**src/hw/rtl/assert_macros.svh**
```systemverilog
// Assertion macros used by the cache top level.
`ifndef ASSERT_MACROS_SVH
`define ASSERT_MACROS_SVH

// Same-cycle implication, checked only out of reset.
`define ASSERT_IMPLIES(label, clk, rst_n, ante, cons, msg) \
    label: assert property (@(posedge clk) disable iff (!rst_n) (ante) |-> (cons)) \
        else $error(msg);

// Next-cycle implication, checked only out of reset.
`define ASSERT_NEXT(label, clk, rst_n, ante, cons, msg) \
    label: assert property (@(posedge clk) disable iff (!rst_n) (ante) |=> (cons)) \
        else $error(msg);

`endif

```
**src/hw/rtl/lkvc_pkg.sv**
```systemverilog
// Shared types and constants for the LRU key-value cache.
package lkvc_pkg;

    localparam int ENTRIES = 16;
    localparam int IDX_W   = (ENTRIES > 1) ? $clog2(ENTRIES) : 1;
    localparam int RANK_W  = IDX_W;
    localparam int CNT_W   = $clog2(ENTRIES + 1);
    localparam int KEY_W   = 32;
    localparam int VAL_W   = 32;
    localparam int CAP_W   = 5;

    localparam logic [CAP_W-1:0] CAP_RESET  = 5'd16;
    localparam logic [VAL_W-1:0] MISS_VALUE = '1;

    typedef logic signed [KEY_W-1:0] key_t;
    typedef logic signed [VAL_W-1:0] val_t;

    // request kinds carried in the input tuser bit
    typedef enum logic {
        REQ_GET = 1'b0,
        REQ_SET = 1'b1
    } req_t;

    typedef enum logic [1:0] {
        ST_IDLE,
        ST_MATCH,
        ST_COMMIT
    } ctrl_state_t;

    // controller to datapath
    typedef struct packed {
        logic load_req;
        logic capture;
        logic commit;
    } dp_cmd_t;

    // datapath to controller
    typedef struct packed {
        logic out_busy;
    } dp_status_t;

endpackage

```
**src/hw/rtl/lkvc_ctrl.sv**
```systemverilog
// Request sequencer: accept, match, commit.
module lkvc_ctrl (
    input  logic                  aclk,
    input  logic                  aresetn,
    input  logic                  s_tvalid,
    output logic                  s_tready,
    input  lkvc_pkg::dp_status_t  status,
    output lkvc_pkg::dp_cmd_t     cmd
);
    import lkvc_pkg::*;

    ctrl_state_t state_reg;
    ctrl_state_t state_next;

    // state register
    always_ff @(posedge aclk) begin
        if (!aresetn) begin
            state_reg <= ST_IDLE;
        end else begin
            state_reg <= state_next;
        end
    end

    // next state and commands
    always_comb begin
        state_next   = state_reg;
        cmd          = '0;
        s_tready     = 1'b0;
        case (state_reg)
            ST_IDLE: begin
                s_tready = 1'b1;
                if (s_tvalid) begin
                    cmd.load_req = 1'b1;
                    state_next   = ST_MATCH;
                end
            end
            ST_MATCH: begin
                cmd.capture = 1'b1;
                state_next  = ST_COMMIT;
            end
            ST_COMMIT: begin
                // wait for room in the output register
                if (!status.out_busy) begin
                    cmd.commit = 1'b1;
                    state_next = ST_IDLE;
                end
            end
            default: begin
                state_next = ST_IDLE;
            end
        endcase
    end

endmodule

```
**src/hw/rtl/lkvc_dp.sv**
```systemverilog
// Entry store, match logic, recency ranks and output register.
module lkvc_dp (
    input  logic                        aclk,
    input  logic                        aresetn,
    input  lkvc_pkg::dp_cmd_t           cmd,
    output lkvc_pkg::dp_status_t        status,
    input  logic                        cfg_wr_en,
    input  logic [lkvc_pkg::CAP_W-1:0]  cfg_wr_data,
    input  logic [63:0]                 s_tdata,
    input  logic [0:0]                  s_tuser,
    output logic                        m_tvalid,
    input  logic                        m_tready,
    output logic [31:0]                 m_tdata,
    output logic [1:0]                  m_tuser
);
    import lkvc_pkg::*;

    // lowest set bit of a vector
    function automatic logic [IDX_W-1:0] first_set(input logic [ENTRIES-1:0] vec);
        logic [IDX_W-1:0] idx;
        idx = '0;
        for (int i = ENTRIES - 1; i >= 0; i--) begin
            if (vec[i]) begin
                idx = IDX_W'(i);
            end
        end
        return idx;
    endfunction

    logic [CAP_W-1:0]   cap_reg;
    key_t               key_reg   [ENTRIES];
    val_t               value_reg [ENTRIES];
    logic [ENTRIES-1:0] valid_reg;
    logic [ENTRIES-1:0] valid_next;
    logic [RANK_W-1:0]  rank_reg  [ENTRIES];
    logic [RANK_W-1:0]  rank_next [ENTRIES];
    logic [CNT_W-1:0]   fill_reg;
    logic [CNT_W-1:0]   fill_next;

    req_t               req_type_reg;
    key_t               req_key_reg;
    val_t               req_value_reg;

    logic               hit_reg;
    logic               room_reg;
    logic [IDX_W-1:0]   found_idx_reg;
    logic [IDX_W-1:0]   free_idx_reg;
    logic [IDX_W-1:0]   victim_idx_reg;
    logic [RANK_W-1:0]  found_rank_reg;

    logic               out_valid_reg;
    logic               out_hit_reg;
    logic               out_evicted_reg;
    val_t               out_value_reg;

    logic [ENTRIES-1:0] hit_vec;
    logic [ENTRIES-1:0] free_vec;
    logic [ENTRIES-1:0] lru_vec;
    logic [RANK_W-1:0]  victim_rank;
    logic [CNT_W-1:0]   cap_eff;
    logic [IDX_W-1:0]   found_idx;

    logic               is_set;
    logic               do_insert;
    logic               do_evict;
    logic [IDX_W-1:0]   tgt_idx;
    logic [RANK_W:0]    age_thr;

    // capacity register, clamped into 1..ENTRIES on use
    always_ff @(posedge aclk) begin
        if (!aresetn) begin
            cap_reg <= CAP_RESET;
        end else if (cfg_wr_en) begin
            cap_reg <= cfg_wr_data;
        end
    end

    always_comb begin
        if (cap_reg == '0) begin
            cap_eff = CNT_W'(1);
        end else if (cap_reg > CAP_W'(ENTRIES)) begin
            cap_eff = CNT_W'(ENTRIES);
        end else begin
            cap_eff = CNT_W'(cap_reg);
        end
    end

    // request capture
    always_ff @(posedge aclk) begin
        if (cmd.load_req) begin
            req_type_reg  <= req_t'(s_tuser[0]);
            req_key_reg   <= s_tdata[31:0];
            req_value_reg <= s_tdata[63:32];
        end
    end

    // parallel compare: key hit, free slot, least recent entry
    assign victim_rank = RANK_W'(fill_reg - 1'b1);

    always_comb begin
        for (int i = 0; i < ENTRIES; i++) begin
            hit_vec[i]  = valid_reg[i] && (key_reg[i] == req_key_reg);
            free_vec[i] = !valid_reg[i];
            lru_vec[i]  = valid_reg[i] && (rank_reg[i] == victim_rank);
        end
    end

    assign found_idx = first_set(hit_vec);

    always_ff @(posedge aclk) begin
        if (cmd.capture) begin
            hit_reg        <= |hit_vec;
            room_reg       <= (fill_reg < cap_eff);
            found_idx_reg  <= found_idx;
            free_idx_reg   <= first_set(free_vec);
            victim_idx_reg <= first_set(lru_vec);
            found_rank_reg <= rank_reg[found_idx];
        end
    end

    // write target and aging threshold for the commit
    assign is_set    = (req_type_reg == REQ_SET);
    assign do_insert = is_set && !hit_reg && room_reg;
    assign do_evict  = is_set && !hit_reg && !room_reg;

    always_comb begin
        if (hit_reg) begin
            tgt_idx = found_idx_reg;
            age_thr = {1'b0, found_rank_reg};
        end else if (room_reg) begin
            // a fresh entry ages every valid one
            tgt_idx = free_idx_reg;
            age_thr = (RANK_W + 1)'(ENTRIES);
        end else begin
            tgt_idx = victim_idx_reg;
            age_thr = {1'b0, victim_rank};
        end
    end

    // recency, valid and fill update
    always_comb begin
        valid_next = valid_reg;
        fill_next  = fill_reg;
        for (int i = 0; i < ENTRIES; i++) begin
            rank_next[i] = rank_reg[i];
        end
        if (cmd.commit && is_set) begin
            for (int i = 0; i < ENTRIES; i++) begin
                if (valid_reg[i] && (IDX_W'(i) != tgt_idx)
                    && ({1'b0, rank_reg[i]} < age_thr)) begin
                    rank_next[i] = rank_reg[i] + 1'b1;
                end
            end
            rank_next[tgt_idx]  = '0;
            valid_next[tgt_idx] = 1'b1;
            if (do_insert) begin
                fill_next = fill_reg + 1'b1;
            end
        end
    end

    always_ff @(posedge aclk) begin
        if (!aresetn) begin
            valid_reg <= '0;
            fill_reg  <= '0;
            for (int i = 0; i < ENTRIES; i++) begin
                rank_reg[i] <= '0;
            end
        end else begin
            valid_reg <= valid_next;
            fill_reg  <= fill_next;
            for (int i = 0; i < ENTRIES; i++) begin
                rank_reg[i] <= rank_next[i];
            end
        end
    end

    // key and value store
    always_ff @(posedge aclk) begin
        if (cmd.commit && is_set) begin
            key_reg[tgt_idx]   <= req_key_reg;
            value_reg[tgt_idx] <= req_value_reg;
        end
    end

    // output word register
    always_ff @(posedge aclk) begin
        if (!aresetn) begin
            out_valid_reg <= 1'b0;
        end else if (cmd.commit) begin
            out_valid_reg <= 1'b1;
        end else if (m_tready) begin
            out_valid_reg <= 1'b0;
        end
    end

    always_ff @(posedge aclk) begin
        if (cmd.commit) begin
            out_hit_reg     <= hit_reg;
            out_evicted_reg <= do_evict;
            if (!is_set && hit_reg) begin
                out_value_reg <= value_reg[found_idx_reg];
            end else begin
                out_value_reg <= MISS_VALUE;
            end
        end
    end

    assign status.out_busy = out_valid_reg && !m_tready;
    assign m_tvalid        = out_valid_reg;
    assign m_tdata         = out_value_reg;
    assign m_tuser         = {out_evicted_reg, out_hit_reg};

endmodule

```
**src/hw/rtl/lru_key_value_cache.sv**
```systemverilog
// Top level of the LRU key-value cache.
// Sixteen-entry fully associative key/value cache with least-recently-used
// replacement. One request is handled at a time: it is accepted, then the key
// is compared against all entries and the free slot and least recent entry
// are encoded, and then a write-back updates the entry and the recency ranks
// and loads the output register. The write-back waits while the previous
// result word is still held, so a new request can be accepted while a result
// waits. A get returns the stored value with hit set, or all ones and hit
// clear, without touching recency; a set returns all ones, hit if the key was
// present, and evicted if the least recent entry was replaced. Capacity is
// clamped into 1..16 on use and may only be written while the block is idle.
`include "assert_macros.svh"

module lru_key_value_cache (
    input  logic                        aclk,
    input  logic                        aresetn,
    // configuration: capacity
    input  logic                        cfg_wr_en,
    input  logic [lkvc_pkg::CAP_W-1:0]  cfg_wr_data,
    // request channel
    input  logic                        s_tvalid,
    output logic                        s_tready,
    input  logic [63:0]                 s_tdata,   // [31:0] lookup_key, [63:32] store_value
    input  logic [0:0]                  s_tuser,   // [0] req_type
    // result channel
    output logic                        m_tvalid,
    input  logic                        m_tready,
    output logic [31:0]                 m_tdata,   // [31:0] read_value
    output logic [1:0]                  m_tuser    // [0] hit, [1] evicted
);
    import lkvc_pkg::*;

    dp_cmd_t    cmd;
    dp_status_t status;

    lkvc_ctrl u_ctrl (
        .aclk     (aclk),
        .aresetn  (aresetn),
        .s_tvalid (s_tvalid),
        .s_tready (s_tready),
        .status   (status),
        .cmd      (cmd)
    );

    lkvc_dp u_dp (
        .aclk        (aclk),
        .aresetn     (aresetn),
        .cmd         (cmd),
        .status      (status),
        .cfg_wr_en   (cfg_wr_en),
        .cfg_wr_data (cfg_wr_data),
        .s_tdata     (s_tdata),
        .s_tuser     (s_tuser),
        .m_tvalid    (m_tvalid),
        .m_tready    (m_tready),
        .m_tdata     (m_tdata),
        .m_tuser     (m_tuser)
    );

    // an accepted request blocks the input until it is written back
    `ASSERT_NEXT(a_busy_after_accept, aclk, aresetn, s_tvalid && s_tready, !s_tready, "accepted a word while busy")
    // write-back never overwrites a result word that is still held
    `ASSERT_IMPLIES(a_commit_room, aclk, aresetn, cmd.commit, !(m_tvalid && !m_tready), "result word overwritten")
    // every write-back presents a result word
    `ASSERT_NEXT(a_commit_valid, aclk, aresetn, cmd.commit, m_tvalid, "write-back produced no result")
    // commands are mutually exclusive
    `ASSERT_IMPLIES(a_cmd_onehot, aclk, aresetn, 1'b1, $onehot0(cmd), "overlapping datapath commands")

endmodule

```
**config.mk**
```make
export PLATFORM = sky130hd
export DESIGN_NAME = lru_key_value_cache
export DESIGN_NICKNAME = d
export VERILOG_FILES = /design/src/hw/rtl/lkvc_pkg.sv /design/src/hw/rtl/lkvc_ctrl.sv /design/src/hw/rtl/lkvc_dp.sv /design/src/hw/rtl/lru_key_value_cache.sv
export VERILOG_INCLUDE_DIRS = /design/src /design/src/hw/rtl
export SDC_FILE = /design/constraint.sdc
export NUM_CORES = 1
export LEC_CHECK = 0
export CAP_MARGIN = 30
export CORE_MARGIN = 2
export CORE_UTILIZATION = 55
export CTS_CLUSTER_DIAMETER = 40
export DETAILED_ROUTE_END_ITERATION = 8
export DONT_BUFFER_PORTS = 1
export PLACE_DENSITY = 0.74
export SYNTH_ARGS = -nofsm -noshare
export SYNTH_HDL_FRONTEND = slang
export SYNTH_SLANG_ARGS = --single-unit
```
**constraint.sdc**
```tcl
create_clock -name aclk -period 8.7 [get_ports aclk]
set_input_delay 0.87 -clock aclk [delete_from_list [all_inputs] [get_ports aclk]]
set_output_delay 0.87 -clock aclk [all_outputs]
set_load 0.005 [all_outputs]
```
==> results.py, run 1 <==
metrics = {
    "outcome": {
        "status": "complete, no violations",
    },
    "clock_network": {
        "cts_inserted_buffers": 157,
        "cts_sinks": 1234,
        "clk_latency_ps": 780,
        "cts_setup_buffers": 0,
        "root_buffer": "clkbuf_16",
        "cts_tree": "built",
        "ctsHoldBuffers": 0,
        "clkTransAtPathRegs_ps": 60,
        "cts_max_level": 4,
        "cts_max_path_buffers": 3,
        "post_cts_resized": 0,
    },
    "routing": {
        "postRouteAntennaNets": 0,
        "first_iter_violations": 3988,
        "via_count": 30500,
        "wirelength_um": 134000,
        "dr.pass1.iters": 5,
        "drc_errors": 0,
        "wl_per_cell_um": 27.5,
        "vias_per_cell": 6.26,
    },
    "synthesis": {
        "syn_avg_cell_area_um2": 16.0,
        "synth_seq_area_share_pct": 67.4,
        "synth_top_area_share_pct": 64.0,
        "synth_area_um2": 53600,
        "ys.warnings.count": 0,
        "yosysTopAreaCell": "edfxtp_1",
        "synth_async_sr_flop_share_pct": 0,
        "syn_inst": 3348,
        "syn_nets": 3493,
        "ys_ff_latch": 1234,
        "ys_top_cells_by_area": "edfxtp_1, xor2_1, mux4_2",
        "yosys_most_used_dff": "edfxtp_1",
        "synth_edf_count": 1141,
        "synth.distinct_cells": 67,
    },
    "worst_setup_path": {
        "critPathArrivalTime_ps": 5560,
        "cp-end-kind": "flip-flop",
        "critical_path.top_delay_family": "simple AND/OR/NAND/NOR gates",
        "critical_path_class": "flip-flop to flip-flop",
        "crit_buf_inv": 1,
        "crit_top_cell": "nor4_1",
        "cp_slowest_cell": "edfxtp_1",
        "startpoint_type": "flip-flop",
        "worst_path_largest_cell_delay_ps": 930,
        "cp_max_fo": 17,
        "crit_chain": "buf_4 > xor2_1 > nor4_1 > nand4_1 > nor4_2 > a21oi_1 > a211o_2 > a21boi_2 > nor4_1 > or3_1 > or4_1 > nand3_1",
        "cp_data_required_time_ps": 9320,
    },
    "timing": {
        "setup_viol": 0,
        "rsz0062_at_grt": "no",
        "fin_hold_ws_ps": 194,
        "tightest_slew_ps": 1020,
        "fin_crit_ps": 4940,
        "final_hold_viol_count": 0,
        "fmax_ghz": 0.202,
        "fin_tns_setup_ps": 0,
        "skew_ps": 31.6,
        "final-max-slew-violation-count": 0,
        "slew_headroom_pct": 32.1,
        "fin_crit_sh_pct": 56.8,
    },
    "grt": {
        "grt-ovfl-total": 0,
        "busiest_layer": "met2",
        "use_met3_pct": 6.19,
        "grt_pass1_vias": 30300,
        "grtUsageMet1_pct": 38.6,
        "antenna_found_initial": 7,
        "grt_pass1_wl_um": 198000,
        "grt.total_usage_pct": 27.1,
        "grt_start_max_net_pins": 101,
        "grt_use_met2_pct": 41.4,
    },
    "place": {
        "dp_cells": 4571,
        "hpwlAfterDp_um": 76400,
        "port_buffers": 0,
        "place_congestion": 0.944,
    },
    "hold_path": {
        "min_path_type": "primary input to flip-flop",
    },
    "cells_and_area": {
        "fin_nets": 3603,
        "drive_gt1_share_pct": 15.8,
        "syn_to_final_growth_pct": 13.3,
        "ff_latch_area_um2": 36100,
        "layout.cells.non_filler": 4873,
        "fill_cells": 6617,
        "multi_input_area_um2": 16600,
    },
    "floorplan": {
        "ioPinCount": 111,
        "dieArea_um2": 99900,
        "core_um2": 96600,
        "start_util_pct": 55.5,
        "die_h_um": 316,
        "fp.dieW_um": 316,
        "num_rows": 114,
    },
    "power": {
        "p_leak_nw": 19.8,
        "peakVddDrop_mv": 0.199,
        "powerDensity_nw_per_um2": 226,
        "p_total_mw": 13.7,
    },
    "job": {
        "maxCapViolCount": 0,
    },
}
[power by group]
group          switching [mW]  internal, mW  leakage, nW  total, mW
clock                    2.63          3.90         2.57       6.53
sequential             0.0685          6.53         11.0       6.60
combinational           0.374         0.180         6.15      0.554
total                    3.07          10.6         19.8       13.7
[logic make-up after synthesis]
logic type,synth area share (%)
multiplexers,7.26
XOR/XNOR,10.2
buffers and inverters,1.90
adder cells (fa/ha/maj),1.64
AO/OA/AOI/OAI,3.02
flip-flops,67.4
AND/OR/NAND/NOR,8.49
[metrics by stage]
stage / area, um^2 / setup WS [ps] / util, %
after floorplan: 53600 / 1940 / -
after global placement: 55000 / 3860 / 56.9
after detailed placement: 55300 / 3890 / 57.2
after CTS: 60600 / 3880 / 62.7
after global routing: 60700 / 3530 / 62.8
final: 60700 / 3760 / 62.8
[synth_stat cells (all sizes together) (3+ instances only)]
cell and instances:
a2111oi 6, a211o 3, a211oi 7, a21boi 19, a21oi 49, a22oi 16
a31oi 4, and2 13, and3 16, buf 89, clkbuf 55, dfxtp 93
edfxtp 1141, ha 70, inv 19, mux2 4, mux2i 24, mux4 160
nand2 137, nand2b 59, nand3 53, nand4 95, nand4b 16, nor2 110
nor2b 33, nor3 52, nor4 189, nor4b 8, o211ai 10, o21a 38
o21ai 77, o22ai 3, or2 3, or3 15, or3b 4, or4 12
xnor2 170, xor2 454
[final cells by class]
class,count,share of cell area (%)
Inverter,19,0.118
Multi-Input combinational cell,1951,27.3
Tap cell,1276,2.63
Clock buffer,185,6.77
Antenna cell,5,0.0206
Clock inverter,108,2.01
Timing Repair Buffer,95,1.58
Sequential cell,1234,59.5
[metal layers]
layer | vias up | routed length (um)
met2 | 1683 | 61700
li1 | 13200 | -
met3 | 309 | 13700
met5 | - | 22
met1 | 15300 | 54300
met4 | 4 | 4310
[worst register-to-register path, delay by kind of cell (launching register included)]
family                    cells  cell delay, ps
AOI/OAI and AO/OA             3             970
xor gates and xnor gates      1             160
buffers and inverters         1             400
DFF                           1             930
and+or+nand+nor               7            2340
[layout by cell type (no fill, tap or decap), types with 93 or more instances in the layout]
master and instances:
xor2_1 453, dfxtp_1 93, nor4_1 183, xnor2_1 169
clkbuf_16 158, edfxtp_1 1141, nor2_1 93, mux4_2 160
nand4_1 95, nand2_1 137
[path summary, 6_finish.rpt]
kind / startpoint / endpoint / slack, ps / depth (start not counted)
hold reg to reg: u_dp.cap_reg[0] / u_dp.cap_reg[0] / 540 / 2
hold / removal: s_tdata[62] / u_dp.req_value_reg[30] / 190 / 0
setup reg to reg: u_dp.req_key_reg[23] / u_dp.found_rank_reg[3] / 3760 / 12
setup / recovery: u_dp.req_key_reg[23] / u_dp.found_rank_reg[3] / 3760 / 12
Power figures use the tool's default switching activity.
==> run 2, diff against run 1 <==
Settings changed: PLACE_DENSITY 0.74 to 0.77.
Clock period 8.7 ns to 4.1 ns, I/O delays scaled along.
==> run 2 against run 1 <==
  * Critical path depth rose by 2
  * Total power rose by 110%
  * Global-route usage rose by 2.1 points
  * Setup slack got worse by 3800 ps
  * Worst hold slack got worse by 160 ps
  * Combinational power rose to 2.6 times the previous value
  * Clock skew rose by 7.5 ps
  * Sequential power rose by 110%
  * Non-clock buffer count rose by 173
  * Critical path type unchanged
  * Register-to-register slack got worse by 3800 ps
==> results.py, run 2 (same netlist as run 1, synthesis figures left out) <==
metrics = {
    "clock_network": {
        "clkTransAtPathRegs_ps": 50,
        "cts_max_path_buffers": 3,
        "root_buffer": "clkbuf_16",
        "cts_sinks": 1234,
        "cts_tree": "built",
        "cts_max_level": 4,
        "cts_inserted_buffers": 147,
        "clk_latency_ps": 760,
    },
    "cells_and_area": {
        "drive_gt1_share_pct": 17.7,
        "fill_cells": 6343,
        "syn_to_final_growth_pct": 16.4,
        "final_cell_mix": "edfxtp_1, xor2_1, nor4_1",
        "layout.cells.non_filler": 5026,
        "final_common_cell": "edfxtp_1",
        "ff_latch_area_um2": 36100,
        "fin_nets": 3766,
        "multi_input_area_um2": 16800,
    },
    "grt": {
        "antenna_found_initial": 9,
        "busiest_layer": "met2",
        "grt_start_max_net_pins": 129,
        "grt_pass1_wl_um": 212000,
        "grt_use_met2_pct": 46.0,
        "grt.total_usage_pct": 29.3,
        "use_met3_pct": 6.10,
        "grt-ovfl-total": 0,
        "grt_pass1_vias": 31500,
        "grtUsageMet1_pct": 40.6,
    },
    "floorplan": {
        "start_util_pct": 55.5,
        "fp.dieW_um": 316,
        "dieArea_um2": 99900,
        "core_um2": 96600,
        "ioPinCount": 111,
        "die_h_um": 316,
        "num_rows": 114,
    },
    "hold_path": {
        "min_path_type": "primary input to flip-flop",
        "whs_path_depth": 2,
    },
    "timing": {
        "rsz0062_at_grt": "yes",
        "setup_viol": 0,
        "fin_crit_ps": 4090,
        "final_hold_viol_count": 0,
        "final-max-slew-violation-count": 0,
        "skew_ps": 39.2,
        "tightest_slew_ps": 926,
        "fin_tns_setup_ps": 0,
        "fin_crit_sh_pct": 99.8,
        "slew_headroom_pct": 38.3,
        "worst_slack_ps": 7.64,
        "fmax_ghz": 0.244,
    },
    "worst_setup_path": {
        "crit_chain": "buf_12 > buf_4 > buf_4 > xor2_1 > nor2_1 > nand4b_1 > nor4_4 > o21a_1 > or2_2 > a21boi_2 > nor4_1 > or3_1 > or4_1 > nand3_1",
        "critPathArrivalTime_ps": 4680,
        "crit_top_cell": "buf_4",
        "cp_max_fo": 17,
        "cp_data_required_time_ps": 4690,
        "startpoint_type": "flip-flop",
        "reg2reg_depth": 14,
        "worst_path_largest_cell_delay_ps": 570,
        "cp_slowest_cell": "or4_1",
        "critical_path_class": "flip-flop to flip-flop",
        "cp-end-kind": "flip-flop",
    },
    "place": {
        "hpwlAfterDp_um": 85000,
        "place_congestion": 0.948,
        "post-place-ws_ps": -45.8,
        "dp_cells": 4666,
        "port_buffers": 0,
    },
    "routing": {
        "first_iter_violations": 4519,
        "wirelength_um": 146000,
        "dr.pass1.iters": 6,
        "wl_per_cell_um": 29.1,
        "drc_errors": 0,
        "postRouteAntennaNets": 0,
        "via_count": 32300,
        "vias_per_cell": 6.42,
    },
    "power": {
        "pwr-share-comb_pct": 5.0,
        "p_leak_nw": 20.6,
        "clkPwrFrac_pct": 46.4,
        "seqPwrFrac_pct": 48.6,
        "peakVddDrop_mv": 0.384,
        "powerDensity_nw_per_um2": 461,
        "intPower_mw": 22.2,
        "p_sw_share_pct": 22.7,
        "netSwitchingPower_mw": 6.52,
    },
    "job": {
        "maxCapViolCount": 0,
    },
    "outcome": {
        "status": "complete, no violations",
    },
}
-- run 2: cell types whose count changed in the layout (fill, tap and decap cells not counted), sizes merged --
cell,before,now
clkinvlp,12,9
buf,94,191
inv,43,35
clkbuf,186,174
dlygate4sd3,0,77
clkinv,57,59
-- run 2: power groups by stage --
stage | clock, mW | combinational [mW] | sequential [mW]
finish | 13.3 | 1.44 | 14.0
global route | 13.9 | 1.50 | 14.0
CTS | 13.5 | 1.40 | 14.0
detailed placement | 0 | 1.30 | 14.2
global placement | 0 | 1.28 | 14.2
floorplan | 0 | 0.801 | 14.2
-- run 2: per-layer routing --
metal / vias up / wire (um)
li1: 13500 / -
met5: - / 45
met4: 6 / 5770
met3: 390 / 15900
met1: 16100 / 55800
met2: 2269 / 68900
-- run 2: final timing paths --
kind | startpoint | endpoint | slack (ps)
hold / removal | aresetn | u_dp.rank_reg[14][0] | 30
setup / recovery | u_dp.req_key_reg[14] | u_dp.found_rank_reg[3] | 8
setup reg to reg | u_dp.req_key_reg[14] | u_dp.found_rank_reg[3] | 8
hold reg to reg | u_dp.m_tvalid | u_dp.m_tvalid | 560
-- run 2: area by class of cell --
cell class / instances / area share [%]
well taps: 1276 / 2.56
diodes: 5 / 0.0201
clock inverters: 99 / 1.87
flip-flops and latches: 1234 / 57.9
clock buffers: 174 / 6.21
repair buffers: 268 / 4.42
inverters: 19 / 0.114
multi-input cells: 1951 / 26.9
-- run 2: per-stage QoR --
step	util, %	instance area (um^2)	hold WS [ps]	power, mW
detailed placement	58.3	56300	509	15.5
global placement	58.3	56300	502	15.5
floorplan	-	53700	483	15.0
CTS	64.4	62200	6.88	28.8
global route	64.6	62300	6.43	29.4
finish	64.6	62400	31.2	28.8
-- run 2: worst max-delay path, delay by kind of cell, from the launching register on --
family	cells	cell delay, ps
buf+inv	3	570
flops	1	410
simple gates	8	2190
compound gates	2	540
xor+xnor	1	180
-- run 2: what timing repair did --
item / CTS / global route
setup endpoints to repair: 3 / 4
pin swaps: 0 / 8
endpoints found under the hold margin: 145 / 0
hold buffers: 78 / 0
setup buffers: 0 / 4
gates resized for setup: 3 / 26
